## src/pdr1a_pkg.sv

```systemverilog
// ----------------------------------------------------------------------------
// pdr1a_pkg
// Shared types and constants for the packed density rank-1 accumulator.
// ----------------------------------------------------------------------------
package pdr1a_pkg;

    localparam int MAX_BASIS_DEF = 64;
    localparam logic [6:0] BASIS_RESET = 7'd64;

    localparam int COEF_W  = 32;
    localparam int ENTRY_W = 64;
    localparam int RIDX_W  = 12;
    // round half away from zero at bit 37 of the Q11.85 magnitude
    localparam int ROUND_SHIFT = 37;

    typedef enum logic [1:0] {
        OP_CLEAR = 2'd0,
        OP_COEF  = 2'd1,
        OP_READ  = 2'd2,
        OP_NOP   = 2'd3
    } op_t;

    typedef enum logic [1:0] {
        ST_OK         = 2'd0,
        ST_INCOMPLETE = 2'd1,
        ST_OVERFLOW   = 2'd2
    } status_t;

    typedef enum logic [2:0] {
        S_INIT,
        S_IDLE,
        S_CLEAR,
        S_SETUP,
        S_LOOP,
        S_DRAIN,
        S_FINISH
    } state_t;

    typedef struct packed {
        logic accept;
        logic clear_state;
        logic rd_issue;
        logic sweep;
        logic setup;
        logic issue;
        logic finish;
    } cmd_t;

    typedef struct packed {
        op_t  in_op;
        logic sweep_last;
        logic need_loop;
        logic j_last;
        logic pipe_busy;
        logic out_free;
    } stat_t;

endpackage

```

## src/pdr1a_ctrl.sv

```systemverilog
// ----------------------------------------------------------------------------
// pdr1a_ctrl
// Sequencer: store sweep, coefficient setup, row issue, drain and result.
// ----------------------------------------------------------------------------
module pdr1a_ctrl (
    input  logic              aclk,
    input  logic              aresetn,
    input  logic              s_tvalid,
    output logic              s_tready,
    input  pdr1a_pkg::stat_t  st,
    output pdr1a_pkg::cmd_t   cmd
);

    pdr1a_pkg::state_t state_reg, state_next;

    always_ff @(posedge aclk) begin
        if (!aresetn) begin
            state_reg <= pdr1a_pkg::S_INIT;
        end else begin
            state_reg <= state_next;
        end
    end

    always_comb begin
        state_next = state_reg;
        unique case (state_reg)
            pdr1a_pkg::S_INIT: begin
                if (st.sweep_last) state_next = pdr1a_pkg::S_IDLE;
            end
            pdr1a_pkg::S_IDLE: begin
                if (s_tvalid) begin
                    unique case (st.in_op)
                        pdr1a_pkg::OP_CLEAR: state_next = pdr1a_pkg::S_CLEAR;
                        pdr1a_pkg::OP_COEF:  state_next = pdr1a_pkg::S_SETUP;
                        default:             state_next = pdr1a_pkg::S_FINISH;
                    endcase
                end
            end
            pdr1a_pkg::S_CLEAR: begin
                if (st.sweep_last) state_next = pdr1a_pkg::S_FINISH;
            end
            pdr1a_pkg::S_SETUP: begin
                state_next = st.need_loop ? pdr1a_pkg::S_LOOP : pdr1a_pkg::S_FINISH;
            end
            pdr1a_pkg::S_LOOP: begin
                if (st.j_last) state_next = pdr1a_pkg::S_DRAIN;
            end
            pdr1a_pkg::S_DRAIN: begin
                if (!st.pipe_busy) state_next = pdr1a_pkg::S_FINISH;
            end
            pdr1a_pkg::S_FINISH: begin
                if (st.out_free) state_next = pdr1a_pkg::S_IDLE;
            end
            default: state_next = pdr1a_pkg::S_INIT;
        endcase
    end

    always_comb begin
        s_tready        = (state_reg == pdr1a_pkg::S_IDLE);
        cmd.accept      = s_tready && s_tvalid;
        cmd.clear_state = cmd.accept && (st.in_op == pdr1a_pkg::OP_CLEAR);
        cmd.rd_issue    = cmd.accept && (st.in_op == pdr1a_pkg::OP_READ);
        cmd.sweep       = (state_reg == pdr1a_pkg::S_INIT) || (state_reg == pdr1a_pkg::S_CLEAR);
        cmd.setup       = (state_reg == pdr1a_pkg::S_SETUP);
        cmd.issue       = (state_reg == pdr1a_pkg::S_LOOP);
        cmd.finish      = (state_reg == pdr1a_pkg::S_FINISH) && st.out_free;
    end

endmodule

```

## config.mk

```make
export PLATFORM = sky130hd
export DESIGN_NAME = pdr1a_ctrl
export DESIGN_NICKNAME = d
export VERILOG_FILES = /design/src/pdr1a_pkg.sv /design/src/pdr1a_ctrl.sv
export SDC_FILE = /design/constraint.sdc
export NUM_CORES = 1
export LEC_CHECK = 0
export ABC_AREA = 1
export BUFFER_PORTS_ARGS = -buffer_cell sky130_fd_sc_hd__buf_4
export CORE_AREA = 2 2 39 41
export DETAILED_ROUTE_END_ITERATION = 6
export DIE_AREA = 0 0 41 43
export PLACE_DENSITY = 0.45
export SLEW_MARGIN = 20
export SYNTH_ARGS = -nofsm -noshare
export SYNTH_HDL_FRONTEND = slang
export SYNTH_SLANG_ARGS = --single-unit
```

## constraint.sdc

```tcl
create_clock -name aclk -period 3.1 [get_ports aclk]
set_input_delay 0.62 -clock aclk [delete_from_list [all_inputs] [get_ports aclk]]
set_output_delay 0.62 -clock aclk [all_outputs]
set_load 0.05 [all_outputs]
```

==> results by group <==
Layout
  • Final Net Count: 85
  • Register area: 60.06 sq um
  • Multi-input combinational cell area: 205.2 sq um
  • Area growth from synthesis to layout: 55.16%
  • Non-Filler Instances: 90
  • Largest register FFs: 3
  • # diodes: 0
  • Share of post-route cells with drive strength above 1: 45.95%
  • FILL cells: 164
  • Final Cell Area: 489.2 sq um

CTS
  • Post-CTS Setup Bufs: 0
  • CTS sink count: 3
  • CTS tree: done
  • Cts repair resizes: 0
  • Worst-path clk slew: 0.04 ns
  • Clk buf depth: 2
  • Root Buffer: clkbuf_4
  • CTS Buf Count: 3
  • Post-CTS Hold Buffers: 0
  • Htree depth: 1
  • Worst skew pair latency: 0.23 ns

STA
  • Final Critical Period: 1.927 ns
  • Max transition margin: 82.92%
  • Final setup viols: 0
  • WHS: 0.5305 ns
  • Peak Freq: 519.0 MHz
  • Max Slew Vio Count: 0
  • RSZ-0062 raised after global routing: no
  • Hold Vio Cnt, Final: 0
  • Tcrit/Tclk final: 62.16%
  • Clock skew: 0.001698 ns
  • Worst slew pin tran: 0.2559 ns
  • Setup Total Neg Slack: 0 ns

Critical path
  • Worst path max stage delay: 0.37 ns
  • Critical path arrival: 1.31 ns
  • CP Buf/Inv Count: 3
  • Crit path max-delay family: buffers and inverters
  • Critical path required time: 2.48 ns
  • Worst Setup End Kind: primary output
  • Critical Path Source Type: flop
  • CP max FO: 7
  • CP max-delay cell: dfxtp_1
  • Most used cell along the critical path: inv_2
  • Cell chain of the critical path: inv_2 > nand3_2 > inv_2 > nand2_1 > nor3_1 > buf_4
  • Worst Setup Path Type: flop to primary output

Floorplanning
  • Die Y: 43 microns
  • Initial cell density of the core: 22.78%
  • Core area: 0.001384 sq mm
  • Ports: 18
  • Chip width: 41 microns
  • Row cnt: 14
  • Die Footprint: 0.001763 sq mm

Synth
  • Ys Warns: 0
  • Post-synthesis cell type count: 16
  • Post-synthesis sequential area ratio: 19.05%
  • Synthesized net count: 63
  • Cell area after synthesis: 315.3 sq um
  • Avg Cell Area, Syn: 5.949 sq um
  • Flops & latches, synth: 3
  • Synth Instances: 53

Global routing
  • Number of global-route vias before repair: 302
  • First-pass GRT wire length: 1159 microns
  • Grt total ovfl: 0
  • Initial antenna violation count: 0
  • Total global-route track usage: 10.14%
  • Largest net degree at the start of global routing: 8

Routing
  • DR WL/cell: 8.667 microns
  • Drt drc: 0
  • Initial DRT Pass Iterations: 2
  • Vias/cell: 3.978
  • Vias post-DR: 358
  • Initial drt markers: 4
  • Antenna viol nets, final: 0
  • Routed wire length: 780 microns

Power and ir drop
  • Highest ir drop seen on vdd: 0.3185 mV
  • Pwr Total: 0.4523 mW
  • Power density over the cells: 924.6 mW/mm^2
  • LEAKAGE: 0.2586 nW

Placed design
  • DP Cell Count: 86
  • DP HPWL: 642.8 microns
  • Placer Congestion: 0.7076
  • Placed instance area: 462.9 sq um
  • Port-buffer cells: 17

Flow run
  • MaxCap Viol Count: 0

Min path
  • Worst hold path type: flop to flop

Run status
  • Status: finished clean
## where the power goes
part / switching [mW] / internal (mW) / leakage (nW) / total, mW
registers: 0.0225 / 0.0544 / 0.0250 / 0.0768
logic: 0.209 / 0.0985 / 0.219 / 0.307
clock network: 0.0202 / 0.0482 / 0.0150 / 0.0685
total: 0.251 / 0.201 / 0.259 / 0.452
## layout make-up
cell class,instances,share of cell area [%]
multi-input cells,40,41.94
repair buffers,17,26.09
flip-flops and latches,3,12.28
inverters,10,10.23
clock buffers,4,5.371
well taps,16,4.092
## placed cells by master (no fill, tap or decap)
cell / instances
dfxtp_1: 3
clkinv_1: 1
nor2_1: 10
nand2_2: 3
inv_2: 3
buf_4: 17
inv_1: 5
clkbuf_4: 3
nand2_1: 10
nor4_1: 1
nand3_2: 1
a21oi_1: 3
clkbuf_1: 1
nor2_2: 4
clkinv_8: 1
nor2_4: 2
nor3_1: 1
nand3_1: 4
nand3b_1: 1
## synth_stat cells, drive strengths merged
| cell type | number | area share [%] |
|---|---|---|
| nor4 | 1 | 2.0 |
| nor2 | 16 | 27 |
| inv | 8 | 9.5 |
| nand3 | 5 | 9.5 |
| dfxtp | 3 | 19 |
| nand3b | 1 | 2.4 |
| clkinv | 2 | 6.3 |
| a21oi | 3 | 4.8 |
| nor3 | 1 | 1.6 |
| nand2 | 13 | 18 |
## layer usage
layer | up-vias | wire (microns) | share of wire (%) | GRT usage (%)
met5 | - | 0 | 0 | 0
met4 | 0 | 0 | 0 | 10.00
met2 | 8 | 358 | 46 | 12.19
met1 | 148 | 360 | 46 | 12.54
li1 | 202 | - | - | -
met3 | 0 | 62 | 7.9 | 4.188
## worst paths after layout
check,from,end,slack (ns),depth (start not counted)
worst min register to register,state_reg[1]$_SDFFE_PN0P_,state_reg[1]$_SDFFE_PN0P_,0.53,2
worst max-delay path,state_reg[2]$_SDFFE_PN0P_,cmd[4],1.17,6
worst min-delay path,state_reg[1]$_SDFFE_PN0P_,state_reg[1]$_SDFFE_PN0P_,0.53,2
worst max register to register,state_reg[2]$_SDFFE_PN0P_,state_reg[0]$_SDFFE_PN0P_,1.88,7
## tightest hold or removal path: stages, from the launching register on
cell,delay (ns)
dfxtp_1,0.32
a21oi_1,0.11
nor2_1,0.05
## per-stage QoR
stage | util [%] | setup slack [ns]
final | 35.35 | 1.173
after global routing | 35.35 | 1.054
after CTS | 35.35 | 1.158
after detailed placement | 33.45 | 1.228
after global placement | 33.45 | 1.250
after floorplan | - | 0.3052
## cells by family after synthesis
family          share of synthesized area [%]
compound gates                          4.761
simple gates                            60.32
flops                                   19.05
buf+inv                                 15.87
Note: power is estimated with default switching activity, not from simulation.
